[config.mk]
export PLATFORM = sky130hd
export DESIGN_NAME = cgi_queue
export DESIGN_NICKNAME = d
export VERILOG_FILES = /design/src/cgi_pkg.sv /design/src/cgi_queue.sv
export SDC_FILE = /design/constraint.sdc
export NUM_CORES = 1
export LEC_CHECK = 0
export BUFFER_PORTS_ARGS = -buffer_cell sky130_fd_sc_hd__buf_4
export CORE_MARGIN = 2
export CORE_UTILIZATION = 48
export DETAILED_ROUTE_END_ITERATION = 12
export PLACE_DENSITY = 0.69
export SLEW_MARGIN = 20
export SYNTH_ARGS = -nofsm -noshare
export SYNTH_HDL_FRONTEND = slang
export SYNTH_SLANG_ARGS = --single-unit
export TNS_END_PERCENT = 50
[constraint.sdc]
create_clock -name clk -period 5.92 [get_ports clk]
set_input_delay 1.184 -clock clk [delete_from_list [all_inputs] [get_ports clk]]
set_output_delay 1.184 -clock clk [all_outputs]
set_load 0.01 [all_outputs]
[src/cgi_pkg.sv]
`timescale 1ns / 1ps

package cgi_pkg;

	localparam int CHAN_W      = 8;
	localparam int NUM_CHAN    = 4;
	localparam int RGBA_W      = CHAN_W * NUM_CHAN;
	localparam int STOP_W      = 48;
	localparam int KEY_LSB     = 32;
	localparam int STOP_KEY_W  = 16;
	localparam int COUNT_W     = 3;
	localparam int CFG_IDX_W   = 3;
	localparam int QUEUE_DEPTH = 4;

	localparam logic [CFG_IDX_W-1:0] REG_STOP_COUNT = 3'd0;
	localparam logic [CFG_IDX_W-1:0] REG_STOP_FIRST = 3'd1;

	// lane order matches the stop register packing, alpha in the low byte
	localparam int CH_ALPHA = 0;
	localparam int CH_BLUE  = 1;
	localparam int CH_GREEN = 2;
	localparam int CH_RED   = 3;

	typedef logic [NUM_CHAN-1:0][CHAN_W-1:0] rgba_t;

	localparam rgba_t WHITE_RGBA = 32'hFFFF_FFFF;

endpackage

[src/cgi_queue.sv]
`timescale 1ns / 1ps

module cgi_queue #(
	parameter int W = 96
) (
	input  logic         clk,
	input  logic         arst_n,
	input  logic         push,
	input  logic [W-1:0] wr_data,
	output logic         full,
	input  logic         pop,
	output logic         rd_valid,
	output logic [W-1:0] rd_data
);
	import cgi_pkg::*;

	localparam int PTR_W = $clog2(QUEUE_DEPTH);
	localparam int CNT_W = $clog2(QUEUE_DEPTH + 1);

	logic [W-1:0]     mem_q [QUEUE_DEPTH];
	logic [PTR_W-1:0] wr_ptr_q;
	logic [PTR_W-1:0] rd_ptr_q;
	logic [CNT_W-1:0] cnt_q;
	logic             do_pop;

	assign full     = cnt_q == CNT_W'(QUEUE_DEPTH);
	assign rd_valid = cnt_q != '0;
	assign rd_data  = mem_q[rd_ptr_q];
	assign do_pop   = pop && rd_valid;

	always_ff @(posedge clk) begin
		if (push) begin
			mem_q[wr_ptr_q] <= wr_data;
		end
	end

	always_ff @(posedge clk or negedge arst_n) begin
		if (!arst_n) begin
			wr_ptr_q <= '0;
			rd_ptr_q <= '0;
			cnt_q    <= '0;
		end else begin
			if (push) begin
				wr_ptr_q <= wr_ptr_q + PTR_W'(1);
			end
			if (do_pop) begin
				rd_ptr_q <= rd_ptr_q + PTR_W'(1);
			end
			if (push && !do_pop) begin
				cnt_q <= cnt_q + CNT_W'(1);
			end else if (!push && do_pop) begin
				cnt_q <= cnt_q - CNT_W'(1);
			end
		end
	end

`ifndef SYNTHESIS
	assert property (@(posedge clk) disable iff (!arst_n)
		cnt_q <= CNT_W'(QUEUE_DEPTH))
		else $error("queue count above depth");

	assert property (@(posedge clk) disable iff (!arst_n)
		full |-> !push)
		else $error("request pushed into full queue");
`endif

endmodule

== Yosys cells after proc, flatten, opt, wreduce, memory -nomap -nowiden ==
Memory sizes are Yosys's and may differ from the RTL's.
Index checks and enable logic that the tools add are counted.

* Multiplexer cells: 4
* $add $sub $neg: 4
* Equality and inequality tests: 1
* Reduce and logical (&&, ||, !) cells: 7

{| class="wikitable"
|+ Operators with widths
! cell !! count
|-
| $mux W3 || 2
|-
| $add A2 B1 Y2 const B || 2
|-
| $add A3 B1 Y3 const B || 1
|-
| $eq A3 B3 Y1 const B || 1
|-
| $logic_and A1 B1 Y1 || 3
|-
| $reduce_bool A3 Y1 || 1
|-
| $sub A3 B1 Y3 const B || 1
|-
| $logic_not A1 Y1 || 2
|-
| $mux W1 || 2
|-
| $reduce_bool A2 Y1 || 1
|}

* Input port bits: 100
* Memory bits (writable): 384
* Register bits after elaboration: 7
* Output and inout bits: 98
* Memories: 1

{| class="wikitable"
|+ Memories
! name !! words !! bits a word !! read ports !! clocked after Yosys merged registers in !! write ports !! RTL line !! source
|-
| mem_q || 4 || 96 || 1 || 0 || 1 || cgi_queue.sv:20 || <nowiki>logic [W-1:0] mem_q [QUEUE_DEPTH];</nowiki>
|}

== Longest topological paths before layout ==
* Word-level depth: 5
* Gate-level depth with buffers: 8
* Depth with buffers taken out: 8

== Worst setup path after synthesis ==
Ideal clock, no wire load.

* Kind: input port to flip-flop
* From: in push
* To: mem mem_q[1][0], enable pin
* Stages on the path: 1
* Slack: 2.051 ns
* Data arrival time: 3.404 ns
* Setup time: 0.465 ns
* Cells stage by stage: and2_1

* Word-level cells in the longest chain between the ends: 2

{| class="wikitable"
|+ Ends and longest elaborated chain
! element !! RTL line !! source
|-
| start, declared || cgi_queue.sv:8 || <nowiki>input logic push,</nowiki>
|-
| $mux W1 || cgi_queue.sv:32 || <nowiki>if (push) begin</nowiki>
|-
| $mux W1 (not written as such) || cgi_queue.sv:33 || <nowiki>mem_q[wr_ptr_q] <= wr_data;</nowiki>
|-
| end, declared || cgi_queue.sv:20 ||
|}

Every way passes these cells.

== Worst setup path after layout ==
* From: reg rd_ptr_q[0]
* To: out rd_data[12]

* Word-level cells in the longest chain between the ends: 1

{| class="wikitable"
|+ Ends and longest elaborated chain
! element !! RTL line !! source
|-
| start, declared || cgi_queue.sv:22 || <nowiki>logic [PTR_W-1:0] rd_ptr_q;</nowiki>
|-
| start signal, assigned || cgi_queue.sv:47 || <nowiki>rd_ptr_q <= rd_ptr_q + PTR_W'(1);</nowiki>
|-
| $mem_v2 Z4 W96 || - ||
|-
| end, declared || cgi_queue.sv:13 || <nowiki>output logic [W-1:0] rd_data</nowiki>
|}

Every way passes these cells.

==> flow_summary_export.csv <==
group,metric,value,unit
cells_and_area,layout_commonest_cell,"edfxtp_1",
clocking,clk_pin_slew,0.06,ns
yosys,synth-seq-cells,391,
detailed_routing,ant_nets,0,
cells_and_area,stdcell_area,0.01744,mm²
power_and_ir_drop,p_sw,0.002404,W
worst_setup_path,path_delay_family,"flip-flops",
timing,rsz0062_at_grt,"no",
timing,setup_viol,0,
job,maxCapViolCount,0,
worst_setup_path,crit_type,"reg2out",
timing,tightest_slew,0.9490,ns
detailed_routing,dr.pass1.iters,4,
die,die_w,176.2,µm
grt,antenna_found_initial,0,
grt,grt_pass1_vias,6974,
clocking,cts_inserted_buffers,39,
timing,max_freq,251.3,MHz
yosys,synth_seq_area_share,82.27,%
grt,grt_use_total,16.97,%
power_and_ir_drop,leakage,5.961,nW
power_and_ir_drop,swShare,27.24,%
yosys,synthAdderAreaFrac,0.5803,%
timing,drv_slew,0,
placed_design,numPortBuffers,197,
clocking,worstSkewPairLatency,0.52,ns
die,start_util,48.40,%
power_and_ir_drop,p_seq_share,43.9,%
clocking,cts_setup_buffers,0,
grt,grt-ovfl-total,0,
yosys,yosysUniqueCellTypes,22,
cells_and_area,areaGrowthSynthToFinish,22.56,%
yosys,synth_xor_area_share,0.3693,%
worst_setup_path,max_stage_delay,0.93,ns
clocking,htreeDepth,2,
placed_design,dpl_cell_area,0.01613,mm²
worst_setup_path,startpoint_type,"flip-flop",
grt,grt_first_pass_wirelength,39740,µm
clocking,clockBufferDepth,3,
power_and_ir_drop,intPower,0.006421,W
power_and_ir_drop,pwr-share-clk,27.6,%
worst_setup_path,cp_cell_sequence,"buf_12 -> mux4_2 -> buf_4",
detailed_routing,drt_iter0_drc,444,
timing,tns,0,ns
worst_setup_path,critPathRequiredTime,4.74,ns
clocking,clockRootBuffer,"clkbuf_16",
die,die_area,0.03104,mm²
cells_and_area,fin_util,59.32,%
power_and_ir_drop,combPwrFrac,28.5,%
cells_and_area,most-common-layout-cells,"edfxtp_1 (384), buf_4 (202), mux4_2 (96)",
status,outcome,"finished clean",
placed_design,dp_hpwl,15560,µm
detailed_routing,routed_wl,26100,µm
yosys,synth_compound_gate_area_share,0.03517,%
yosys,synth_warnings,0,
timing,hold_violations,0,
yosys,muxShareOfSynthArea,15.27,%
yosys,synth_fp_nets,642,
clocking,ctsResizeCount,0,
yosys,synth_area,0.01423,mm²
yosys,synth-simple-area-share,0.3869,%
worst_setup_path,cp_num_buf_inv,2,
cells_and_area,diodes,0,
timing,min_period,3.979,ns
detailed_routing,vias,6299,
placed_design,gp_congestion,0.7173,
yosys,synth.avg_cell_area,26.55,µm²
timing,final.period_utilization,67.21,%
clocking,cts_tree,"built",
worst_setup_path,crit_arrival,2.79,ns
clocking,holdBufCountCts,0,
die,die_h,176.2,µm
worst_hold_path,worstHoldPathType,"in2async",
clocking,clock-sinks,391,
die,pin_count,198,
worst_setup_path,cp_max_fo,61,
worst_setup_path,cp-end-kind,"output pin",
timing,slew_headroom,36.74,%
detailed_routing,wl_per_cell,22.14,µm
die,core_area,0.02940,mm²
power_and_ir_drop,power_density,506.0,mW/mm²
grt,grt_max_degree,76,
yosys,syn_inst,536,
detailed_routing,drc_errors,0,
cells_and_area,num-nets-final,865,
power_and_ir_drop,irDropWorstVdd,0.3529,mV
die,row_count,63,
timing,clock_skew,0.01154,ns
yosys,synth_top_family_by_area,"multiplexers",
worst_setup_path,slowest_stage,"dfrtp_4",
cells_and_area,drive_above_1_share,45.88,%
detailed_routing,via_per_inst,5.343,
timing,timing.hold.ws,0.4761,ns
## power groups by stage
| stage | logic [W] | registers [W] | clock network [W] |
|---|---|---|---|
| 2_1_floorplan | 0.00160 | 0.00380 | 0 |
| 3_3_place_gp | 0.00248 | 0.00397 | 0 |
| 3_5_place_dp | 0.00250 | 0.00401 | 0 |
| 4_1_cts | 0.00252 | 0.00395 | 0.00250 |
| 5_1_grt | 0.00270 | 0.00394 | 0.00260 |
| 6_report | 0.00251 | 0.00387 | 0.00244 |
## logic make-up (layout without fill, tap and decap cells)
logic type | after synthesis | count (layout)
DFF | 391 | 391
muxes | 97 | 97
buffers and inverters | 25 | 278
and+or+nand+nor | 10 | 10
adders and majority gates | 6 | 6
xor gates and xnor gates | 6 | 6
AOI/OAI and AO/OA | 1 | 1
## sequential cells by signal, indices dropped and copies added (netlist names)
signal and count:
rd_ptr_q 2, wr_ptr_q 2, cnt_q 3, mem_q 384
## Yosys cell counts
library cell / number / area (µm²)
ha_1: 5 / 62.56
nand3_1: 1 / 5.000
nor3b_1: 1 / 7.510
edfxtp_1: 384 / 11530
xnor2_1: 3 / 26.28
buf_4: 1 / 7.510
buf_8: 1 / 15.01
dfrtp_1: 7 / 175.2
mux4_2: 96 / 2162
o21ai_0: 1 / 5.000
inv_1: 3 / 11.26
nand2_1: 2 / 7.510
nor2_1: 1 / 3.750
and2_1: 4 / 25.02
buf_6: 2 / 22.52
fa_1: 1 / 20.02
buf_2: 12 / 60.06
mux2_2: 1 / 11.26
buf_12: 1 / 20.02
or3_1: 1 / 6.260
xor2_1: 3 / 26.28
clkbuf_1: 5 / 18.77
## layout make-up
class / instances / area, µm²
Clock buffer: 47 / 1049
Clock inverter: 24 / 236.5
Fill cell: 2089 / 11960
Inverter: 3 / 11.26
Multi-Input combinational cell: 120 / 2379
Sequential cell: 391 / 11710
Tap cell: 390 / 488.0
Timing Repair Buffer: 204 / 1564
## through the flow
stage                     power [W]  setup slack, ns  std cells
after floorplan            0.005394            2.051        536
after global placement     0.006446            2.419       1107
after detailed placement   0.006508            2.421       1107
after CTS                  0.008964            1.830       1178
after global routing       0.009232            1.716       1179
final                      0.008826            1.941       1179
## worst reg2reg max path: stages (launching register included)
cell and delay (ns):
dfrtp_1 0.44, inv_1 0.10, ha_1 0.14, and2_4 0.75
buf_4 0.63
## metal layers
layer	vias up	track usage (%)	wire, µm
met5	-	0	0
met4	0	5.785	699
met3	45	3.467	1471
met2	194	29.43	13550
met1	3294	21.52	10380
li1	2766	-	-
## worst paths after layout
kind                            slack [ns]      endpoint  cells after the start         from
max in group asynchronous             5.30   rd_ptr_q[0]                      1       arst_n
min in group clk                      0.51      cnt_q[2]                      1     cnt_q[2]
worst max-delay path                  1.94   rd_data[12]                      3  rd_ptr_q[0]
worst min register to register        0.51      cnt_q[2]                      1     cnt_q[2]
worst min-delay path                  0.48   rd_ptr_q[1]                      1       arst_n
worst max register to register        3.47  mem_q[2][67]                      4  wr_ptr_q[0]
Power figures use the tool's default switching activity.
