[config.mk]
export PLATFORM = sky130hd
export DESIGN_NAME = cgi_front
export DESIGN_NICKNAME = d
export VERILOG_FILES = /design/src/cgi_pkg.sv /design/src/cgi_front.sv
export SDC_FILE = /design/constraint.sdc
export NUM_CORES = 1
export LEC_CHECK = 0
export ABC_CLOCK_PERIOD_IN_PS = 19350
export BUFFER_PORTS_ARGS = -buffer_cell sky130_fd_sc_hd__buf_2
export CELL_PAD_IN_SITES_DETAIL_PLACEMENT = 1
export CELL_PAD_IN_SITES_GLOBAL_PLACEMENT = 2
export CORE_MARGIN = 4
export CORE_UTILIZATION = 42
export CTS_CLUSTER_DIAMETER = 120
export DETAILED_ROUTE_END_ITERATION = 10
export PLACE_DENSITY_LB_ADDON = 0.05
export SYNTH_ARGS = -nofsm -noshare
export SYNTH_HDL_FRONTEND = slang
export SYNTH_SLANG_ARGS = --single-unit
export TNS_END_PERCENT = 100
[constraint.sdc]
create_clock -name clk -period 19.35 [get_ports clk]
set_clock_uncertainty 0.1 [all_clocks]
set_input_delay 2.9025 -clock clk [delete_from_list [all_inputs] [get_ports clk]]
set_output_delay 2.9025 -clock clk [all_outputs]
set_load 0.02 [all_outputs]
[src/cgi_pkg.sv]
`timescale 1ns / 1ps

package cgi_pkg;

	localparam int CHAN_W      = 8;
	localparam int NUM_CHAN    = 4;
	localparam int RGBA_W      = CHAN_W * NUM_CHAN;
	localparam int STOP_W      = 48;
	localparam int KEY_LSB     = 32;
	localparam int STOP_KEY_W  = 16;
	localparam int COUNT_W     = 3;
	localparam int CFG_IDX_W   = 3;
	localparam int QUEUE_DEPTH = 4;

	localparam logic [CFG_IDX_W-1:0] REG_STOP_COUNT = 3'd0;
	localparam logic [CFG_IDX_W-1:0] REG_STOP_FIRST = 3'd1;

	// lane order matches the stop register packing, alpha in the low byte
	localparam int CH_ALPHA = 0;
	localparam int CH_BLUE  = 1;
	localparam int CH_GREEN = 2;
	localparam int CH_RED   = 3;

	typedef logic [NUM_CHAN-1:0][CHAN_W-1:0] rgba_t;

	localparam rgba_t WHITE_RGBA = 32'hFFFF_FFFF;

endpackage

[src/cgi_front.sv]
`timescale 1ns / 1ps

module cgi_front #(
	parameter int MAX_STOPS = 6,
	parameter int KEY_BITS  = 16
) (
	input  logic                                   clk,
	input  logic                                   arst_n,
	input  logic                                   cfg_we,
	input  logic [cgi_pkg::CFG_IDX_W-1:0]          cfg_index,
	input  logic [cgi_pkg::STOP_W-1:0]             cfg_data,
	input  logic                                   key_valid,
	output logic                                   key_ready,
	input  logic [KEY_BITS-1:0]                    key_in,
	output logic                                   push,
	input  logic                                   full,
	output logic [2*cgi_pkg::RGBA_W+2*KEY_BITS-1:0] item
);
	import cgi_pkg::*;

	localparam int IDX_W = $clog2(MAX_STOPS);

	typedef struct packed {
		rgba_t                cb;
		rgba_t                cn;
		logic [KEY_BITS-1:0]  den;
		logic [KEY_BITS-1:0]  t;
	} item_t;

	logic [COUNT_W-1:0]  count_q;
	logic [STOP_W-1:0]   stops_q [MAX_STOPS];
	logic [KEY_BITS-1:0] skey [MAX_STOPS];
	rgba_t               scol [MAX_STOPS];

	logic                vld_s1;
	logic [KEY_BITS-1:0] key_s1;

	logic [COUNT_W-1:0]  cnt;
	logic [IDX_W-1:0]    last;
	logic [IDX_W-1:0]    hi;
	logic [IDX_W-1:0]    lo;
	item_t               it;

	always_ff @(posedge clk or negedge arst_n) begin
		if (!arst_n) begin
			count_q <= '0;
			for (int i = 0; i < MAX_STOPS; i++) begin
				stops_q[i] <= '0;
			end
		end else if (cfg_we) begin
			if (cfg_index == REG_STOP_COUNT) begin
				count_q <= cfg_data[COUNT_W-1:0];
			end else if (cfg_index >= REG_STOP_FIRST &&
					cfg_index < REG_STOP_FIRST + CFG_IDX_W'(MAX_STOPS)) begin
				stops_q[IDX_W'(cfg_index - REG_STOP_FIRST)] <= cfg_data;
			end
		end
	end

	always_comb begin
		for (int i = 0; i < MAX_STOPS; i++) begin
			skey[i] = KEY_BITS'(stops_q[i][KEY_LSB +: STOP_KEY_W]);
			scol[i] = rgba_t'(stops_q[i][RGBA_W-1:0]);
		end
	end

	assign key_ready = !vld_s1 || !full;
	assign push      = vld_s1 && !full;

	always_ff @(posedge clk or negedge arst_n) begin
		if (!arst_n) begin
			vld_s1 <= 1'b0;
		end else if (key_valid && key_ready) begin
			vld_s1 <= 1'b1;
		end else if (push) begin
			vld_s1 <= 1'b0;
		end
	end

	always_ff @(posedge clk) begin
		if (key_valid && key_ready) begin
			key_s1 <= key_in;
		end
	end

	// flat results go through the divider as color * 1 / 1
	always_comb begin
		cnt  = (count_q > COUNT_W'(MAX_STOPS)) ? COUNT_W'(MAX_STOPS) : count_q;
		last = IDX_W'(cnt - COUNT_W'(1));
		hi   = last;
		for (int i = MAX_STOPS - 1; i >= 1; i--) begin
			if (COUNT_W'(i) < cnt && key_s1 <= skey[i]) begin
				hi = IDX_W'(i);
			end
		end
		lo = hi - IDX_W'(1);

		it.cb  = WHITE_RGBA;
		it.cn  = WHITE_RGBA;
		it.den = KEY_BITS'(1);
		it.t   = '0;
		if (cnt == '0) begin
			it.cb = WHITE_RGBA;
			it.cn = WHITE_RGBA;
		end else if (key_s1 <= skey[0]) begin
			it.cb = scol[0];
			it.cn = scol[0];
		end else if (key_s1 >= skey[last]) begin
			it.cb = scol[last];
			it.cn = scol[last];
		end else begin
			it.cb  = scol[lo];
			it.cn  = scol[hi];
			it.den = skey[hi] - skey[lo];
			it.t   = key_s1 - skey[lo];
		end
	end

	assign item = it;

endmodule

# Yosys cells after proc, flatten, opt, wreduce, memory -nomap -nowiden
# Cells that the tools add are included.
totals:
  regBits: 308
  latch_bits: 0
  ram_bits: 0
  rom_bits: 0
  in_bits: 72
  memories: 0
classes:
  add_sub_neg: 5
  multipliers: 0
  n_div: 0
  n_lt_le_gt_ge: 20
  eq_ne: 0
  shift: 0
  n_mux: 35
  bitwise_logic: 5
  reduce_logical: 17
op_table:
  columns: ["cell", "count"]
  rows:
  - ["binary-select mux 32 bit (select 3 bit)", 3]
  - ["bitwise mux 288 bit", 1]
  - ["two-way mux 32 bit", 9]
  - ["two-way mux 64 bit", 3]
  - ["binary-select mux 16 bit (select 3 bit)", 3]
  - ["demux 48 bit (select 3 bit)", 1]
  - ["<= comparator 16 bit", 6]
  - ["two-way mux 16 bit", 6]
  - ["two-way mux 48 bit", 1]
  - ["subtractor 16 bit", 2]
  - ["two-way mux 3 bit", 6]
  - [">= comparator 16 bit", 1]
  - [">= comparator 4 bit (second input constant)", 4]
  - ["NOT 3 -> 4 bit", 4]
  - ["logical AND 1 bit", 9]
  - ["subtractor 3 x 1 -> 3 bit (second input constant)", 3]
  - ["zero test 3 bit", 2]
  - ["< comparator 2 x 3 -> 1 bit (first input constant)", 2]
  - ["< comparator 3 bit (first input constant)", 2]
  - ["< comparator 4 x 1 -> 1 bit (second input constant)", 1]
  - [">= comparator 3 x 1 -> 1 bit (second input constant)", 1]
  - ["greater-than comparator 3 bit (second input constant)", 1]
  - ["< comparator 1 x 3 -> 1 bit (first input constant)", 1]
  - ["< comparator 3 bit (second input constant)", 1]
  - ["other kinds (7)", 9]

# Logic depth before layout (Yosys ltp)
depth:
  depth_word: 18
  ltp_mapped: 28

# Least setup slack after synthesis
# Ideal clock, no wire load.
synth_path:
  kind: "register -> output"
  startpoint: "reg key_s1[15]"
  endpoint: "out item[30] (netlist bit)"
  t_arrival_ns: 6.247
  required_ns: 16.347
  slack_ns: 10.101
  stages_incl_launch_ff: 25
  path_buffers: 5
  cell_sequence: "edfxtp_1 -> ha_1 -> nand4_1 -> or4_4 -> o31ai_2 -> a31oi_4 -> nand2b_1 -> buf_4 -> a21oi_2 -> buf_4 -> clkbuf_1 -> clkbuf_1 -> clkbuf_1 -> nand2_1 -> and3_1 -> o32ai_1 -> ha_1 -> inv_1 -> fa_1 -> a31oi_1 -> o21ai_1 -> a2111oi_0 -> o41ai_1 -> xnor2_1 -> nor2_1"
synth_via:
  elab_chain_len: 16
  word_cells_on_any_way: 30
synth_lines:
  columns: ["element", "line_no", "source"]
  rows:
  - ["start: declaration", "cgi_front.sv:36", "logic [KEY_BITS-1:0] key_s1;"]
  - ["start signal: assignment", "cgi_front.sv:82", "key_s1 <= key_in;"]
  - ["<= comparator 16 bit", "cgi_front.sv:92", "if (COUNT_W'(i) < cnt && key_s1 <= skey[i]) begin"]
  - ["logical AND 1 bit", "cgi_front.sv:92", null]
  - ["two-way mux 3 bit (5 in a row)", "cgi_front.sv:92", null]
  - ["subtractor 3 x 1 -> 3 bit", "cgi_front.sv:96", "lo = hi - IDX_W'(1);"]
  - ["NOT 3 -> 4 bit (not written as such)", "cgi_front.sv:114", "it.den = skey[hi] - skey[lo];"]
  - ["binary-select mux 16 bit (select 3 bit)", "cgi_front.sv:114", null]
  - ["two-way mux 16 bit (not written as such) (2 in a row)", "cgi_front.sv:114", null]
  - ["subtractor 16 bit", "cgi_front.sv:114", null]
  - ["two-way mux 32 bit", "cgi_front.sv:108", "end else if (key_s1 >= skey[last]) begin"]
  - ["two-way mux 32 bit (*)", "cgi_front.sv:105", "end else if (key_s1 <= skey[0]) begin"]
  - ["two-way mux 32 bit (*)", "cgi_front.sv:102", "if (cnt == '0) begin"]
  - ["end: declaration", "cgi_front.sv:17", "output logic [2*cgi_pkg::RGBA_W+2*KEY_BITS-1:0] item"]
# Mark *: on every way between the ends. The rest lies on a longest branch, timed or not. The select of a mux whose other input is x is not followed.

# Worst setup path in the final report
layout_path:
  startpoint: "reg count_q[1]"
  endpoint: "out item[31] (netlist bit)"
layout_via:
  elab_chain_len: 18
  word_cells_on_any_way: 37
layout_lines:
  columns: ["element", "line_no", "source"]
  rows:
  - ["start: declaration", "cgi_front.sv:30", "logic [COUNT_W-1:0] count_q;"]
  - ["start signal: assignment", "cgi_front.sv:52", "count_q <= cfg_data[COUNT_W-1:0];"]
  - ["greater-than comparator 3 bit", "cgi_front.sv:88", "cnt = (count_q > COUNT_W'(MAX_STOPS)) ? COUNT_W'(MAX_STOPS) : count_q;"]
  - ["two-way mux 3 bit (*)", "cgi_front.sv:88", null]
  - ["< comparator 3 bit", "cgi_front.sv:92", null]
  - ["logical AND 1 bit", "cgi_front.sv:92", null]
  - ["two-way mux 3 bit (5 in a row)", "cgi_front.sv:92", null]
  - ["subtractor 3 x 1 -> 3 bit", "cgi_front.sv:96", null]
  - ["NOT 3 -> 4 bit (not written as such)", "cgi_front.sv:114", null]
  - ["binary-select mux 16 bit (select 3 bit)", "cgi_front.sv:114", null]
  - ["two-way mux 16 bit (not written as such) (2 in a row)", "cgi_front.sv:114", null]
  - ["subtractor 16 bit", "cgi_front.sv:114", null]
  - ["two-way mux 32 bit", "cgi_front.sv:108", null]
  - ["two-way mux 32 bit", "cgi_front.sv:105", null]
  - ["two-way mux 32 bit (*)", "cgi_front.sv:102", null]
# Marks and branches as above.

==> summary.md <==
| Metric | Value |
|---|---|
| H-Tree Depth | 2 |
| Syn_area_per_cell | 8.94 um^2 |
| First-pass GRT wire length | 145 mm |
| Pin count of the biggest net entering global routing | 164 |
| Commonest non-fill, non-tap cell in the layout | nand2_1 |
| # Post-CTS Setup Buffers | 0 |
| Gp weighted congestion | 0.916 |
| Area grow syn2layout | 12.1% |
| Worst Setup End Kind | output port |
| Die span in x | 241 um |
| Setup crit start kind | register |
| Seq/Total Area, Yosys | 0.342 |
| Met1 wire length | 43.2 mm |
| Primary FF master, synth | dfrtp_1 |
| FF+latch count, synth | roughly 300 |
| Post-synthesis xor/xnor area fraction | 0.0138 |
| Initial antenna violation count | 1 |
| Slew Limit Fails | 0 |
| Worst slew margin | 0.204 |
| Sink Count | 308 |
| Main combinational cell family by area after synthesis | compound AO/OA/AOI/OAI gates |
| Hold-critical path depth | 2 |
| Final worst-path cycle share | 0.594 |
| Worst-Margin Slew | 1190 ps |
| Total power | 5.22 mW |
| Area of the core | 53800 um^2 |
| Nets | between 2000 and 3000 |
| Clock-pin slew on the worst setup and hold paths | 60 ps |
| Vias after detailed routing | ~22000 |
| Iteration-0 DRC Markers | around 2000 |
| Post-Syn Nets | 2748 |
| Pre-antenna DRT Iters | 7 |
| Wirelength, routed | 95.7 mm |
| Die area | just under 60000 um^2 |
| Commonest cells after routing, fill and taps aside | nand2_1 (309), dfrtp_1 (290), o21ai_0 (237) |
| Hpwl dp | around 60 mm |
| Remaining Overflow, GRT | 0 |
| CTS tree | built |
| Yosys top cell by area | dfrtp_1 |
| Peak Freq | 87.0 MHz |
| P_leak | 10.8 nW |
| Top layer in use | met4 |
| Final non-filler cell total | 3344 |
| DR WL met2 | 43.0 mm |
| Max-cap violation count | 0 |
| WHS | around 420 ps |
| Clock buffer depth | 3 |
| RSZ-0062 raised after global routing | false |
| Setup violators final | 0 |
| Cell area after synthesis | 22800 um^2 |
| Min Tclk post-route | roughly 11000 ps |
| Crit path arrival time | 8490 ps |
| Vias per inst | 6.62 |
| Detailed-route DRC error count | 0 |
| Io pins | 170 |
| Buffers added on ports | 169 |
| Worst endpoint required time | 16350 ps |
| Register-to-Register Path Depth | 2 |
| Final TNS setup | 0 ps |
| Hold crit path type | register to register |
| Hold_buf cts | 0 |
| Status | finished, final reports clean |
| Peak supply drop | 0.0000904 V |
| Distinct cell type count after synthesis | 88 |
| Routed wire length on met3 | 6.61 mm |
| Post-Synth Simple-Gate Area | 0.108 |
| CP max FO | 75 |
| Synth warnings | 0 |
| Initial core utilization | 0.424 |
| Clk Latency, worst-skew pair | between 500 and 600 ps |
| Post-synth EDFFs | 16 |
| Post-synthesis mux area share | 0.159 |
| Mapped Cells | 2550 |
| Final Hold Viols | 0 |
| Overall routing resource usage | 0.324 |
| Num rows | between 80 and 90 |
| Pwr/cell area | 204 nW/um^2 |
| TritonCTS Buffers | 41 |
| Yosys top cell area share | 0.320 |
| CTS root buffer | clkbuf_16 |
| Post-detailed-route count of antenna-violating nets | 0 |
| Layout cells sized above 1 | 0.213 |
| Synth area leaders | dfrtp_1 (32%), mux2_2 (11%), ha_1 (6.9%), o21ai_0 (5.2%), nand2_1 (5.1%) |
| Resize count post-CTS | 0 |
| Avg WL per Cell | 28.6 um |
| Vias in the first global route | 22700 |
| Post-Synth Adder-Cell Area | 0.0700 |
| Die Height | about 240 um |
| Ys async rst share | 0.948 |
| Compound-Gate Fraction of Synth Area | 0.257 |
| Inst Count DP | 3273 |
| Critical path class | register to output port |
## critical path, stage by stage (launching register included)
cell	delay, ps
dfrtp_4	790
buf_4	630
o21ai_1	270
a2111oi_1	710
a31oi_4	260
nand2b_1	440
a21oi_4	930
buf_4	840
a21oi_1	190
o22ai_1	260
ha_1	280
nor2b_1	130
o21ai_0	140
nand2b_1	130
nand4_1	180
a211oi_1	100
or3_1	470
a41o_1	320
o41ai_2	240
xnor2_1	150
nor2_1	50
buf_2	200
## report_power, final
group          switching, mW  total [mW]  internal, mW  leakage [nW]
Combinational           2.11        3.34          1.24          6.50
Sequential             0.272        1.13         0.859          3.69
Clock                  0.311       0.750         0.439         0.644
## layer usage
metal  global-route usage  vias up
met4               0.0955        0
met2                0.510      935
met1                0.466    11400
met5                    0        -
met3               0.0440      197
li1                     -     9651
## synth_stat cells, types with 5 or more instances
library cell  instances
inv_1               115
buf_2                 9
xor2_1               16
and2_1               13
nand4_1              19
a2111oi_0            15
o21a_1               27
and3_1                9
nor2_1              128
o22ai_1              74
or3_1                18
o22a_1               15
o221ai_1             36
o32a_1                7
a221oi_1             62
mux2i_1              93
buf_1                26
nand2b_1             17
mux4_2                5
ha_1                125
a222oi_1             11
edfxtp_1             16
o211ai_1             11
a22oi_1              40
a21oi_1             189
dfrtp_1             292
nor2b_1              15
nand3_1              14
o21ai_0             238
nor3_1               17
a31oi_1               5
clkbuf_1            146
a21o_1               23
o31ai_1              32
o21ai_1               5
mux2_2              229
a211oi_1             30
nand2_1             310
xnor2_1              20
## state kept, by name, indices dropped and copies added (netlist names)
name,flops
skey,96
scol,192
vld_s1,1
key_s1,16
count_q,3
## layout make-up
type                    instances  area, um^2
multi-input cells            1941       14000
inverters                     115         432
well taps                     696         871
flip-flops and latches        308        7790
fillers                      6253       28300
clock buffers                  58        1190
diodes                          1        2.50
clock inverters                12        96.3
repair buffers                213        1200
## final timing paths
path                       startpoint         end  slack [ps]
max reg2reg                count_q[0]  count_q[0]       17460
max in group asynchronous      arst_n  count_q[1]       15420
min                            vld_s1      vld_s1         420
max                        count_q[1]    item[31]        7860
min in group asynchronous      arst_n     skey[5]        2250
min reg2reg                    vld_s1      vld_s1         420
## per-stage QoR
step | util | instance area [um^2] | setup slack (ps)
detailed placement | 0.451 | 24300 | 8630
global route | 0.475 | 25600 | 7290
finish | 0.475 | 25600 | 7860
global placement | 0.451 | 24300 | 8800
CTS | 0.475 | 25600 | 7960
floorplan | - | 22800 | 10100
## cell families (layout without fill, tap and decap cells)
| group | after synthesis | after routing |
|---|---|---|
| fa+ha+maj | 127 | 127 |
| other cells | 0 | 1 |
| mux | 327 | 327 |
| flops | 308 | 308 |
| simple gates | 571 | 571 |
| buf+inv | 301 | 398 |
| xor+xnor | 36 | 36 |
| compound gates | 880 | 880 |
No activity file was read; power rests on OpenSTA's default activity.
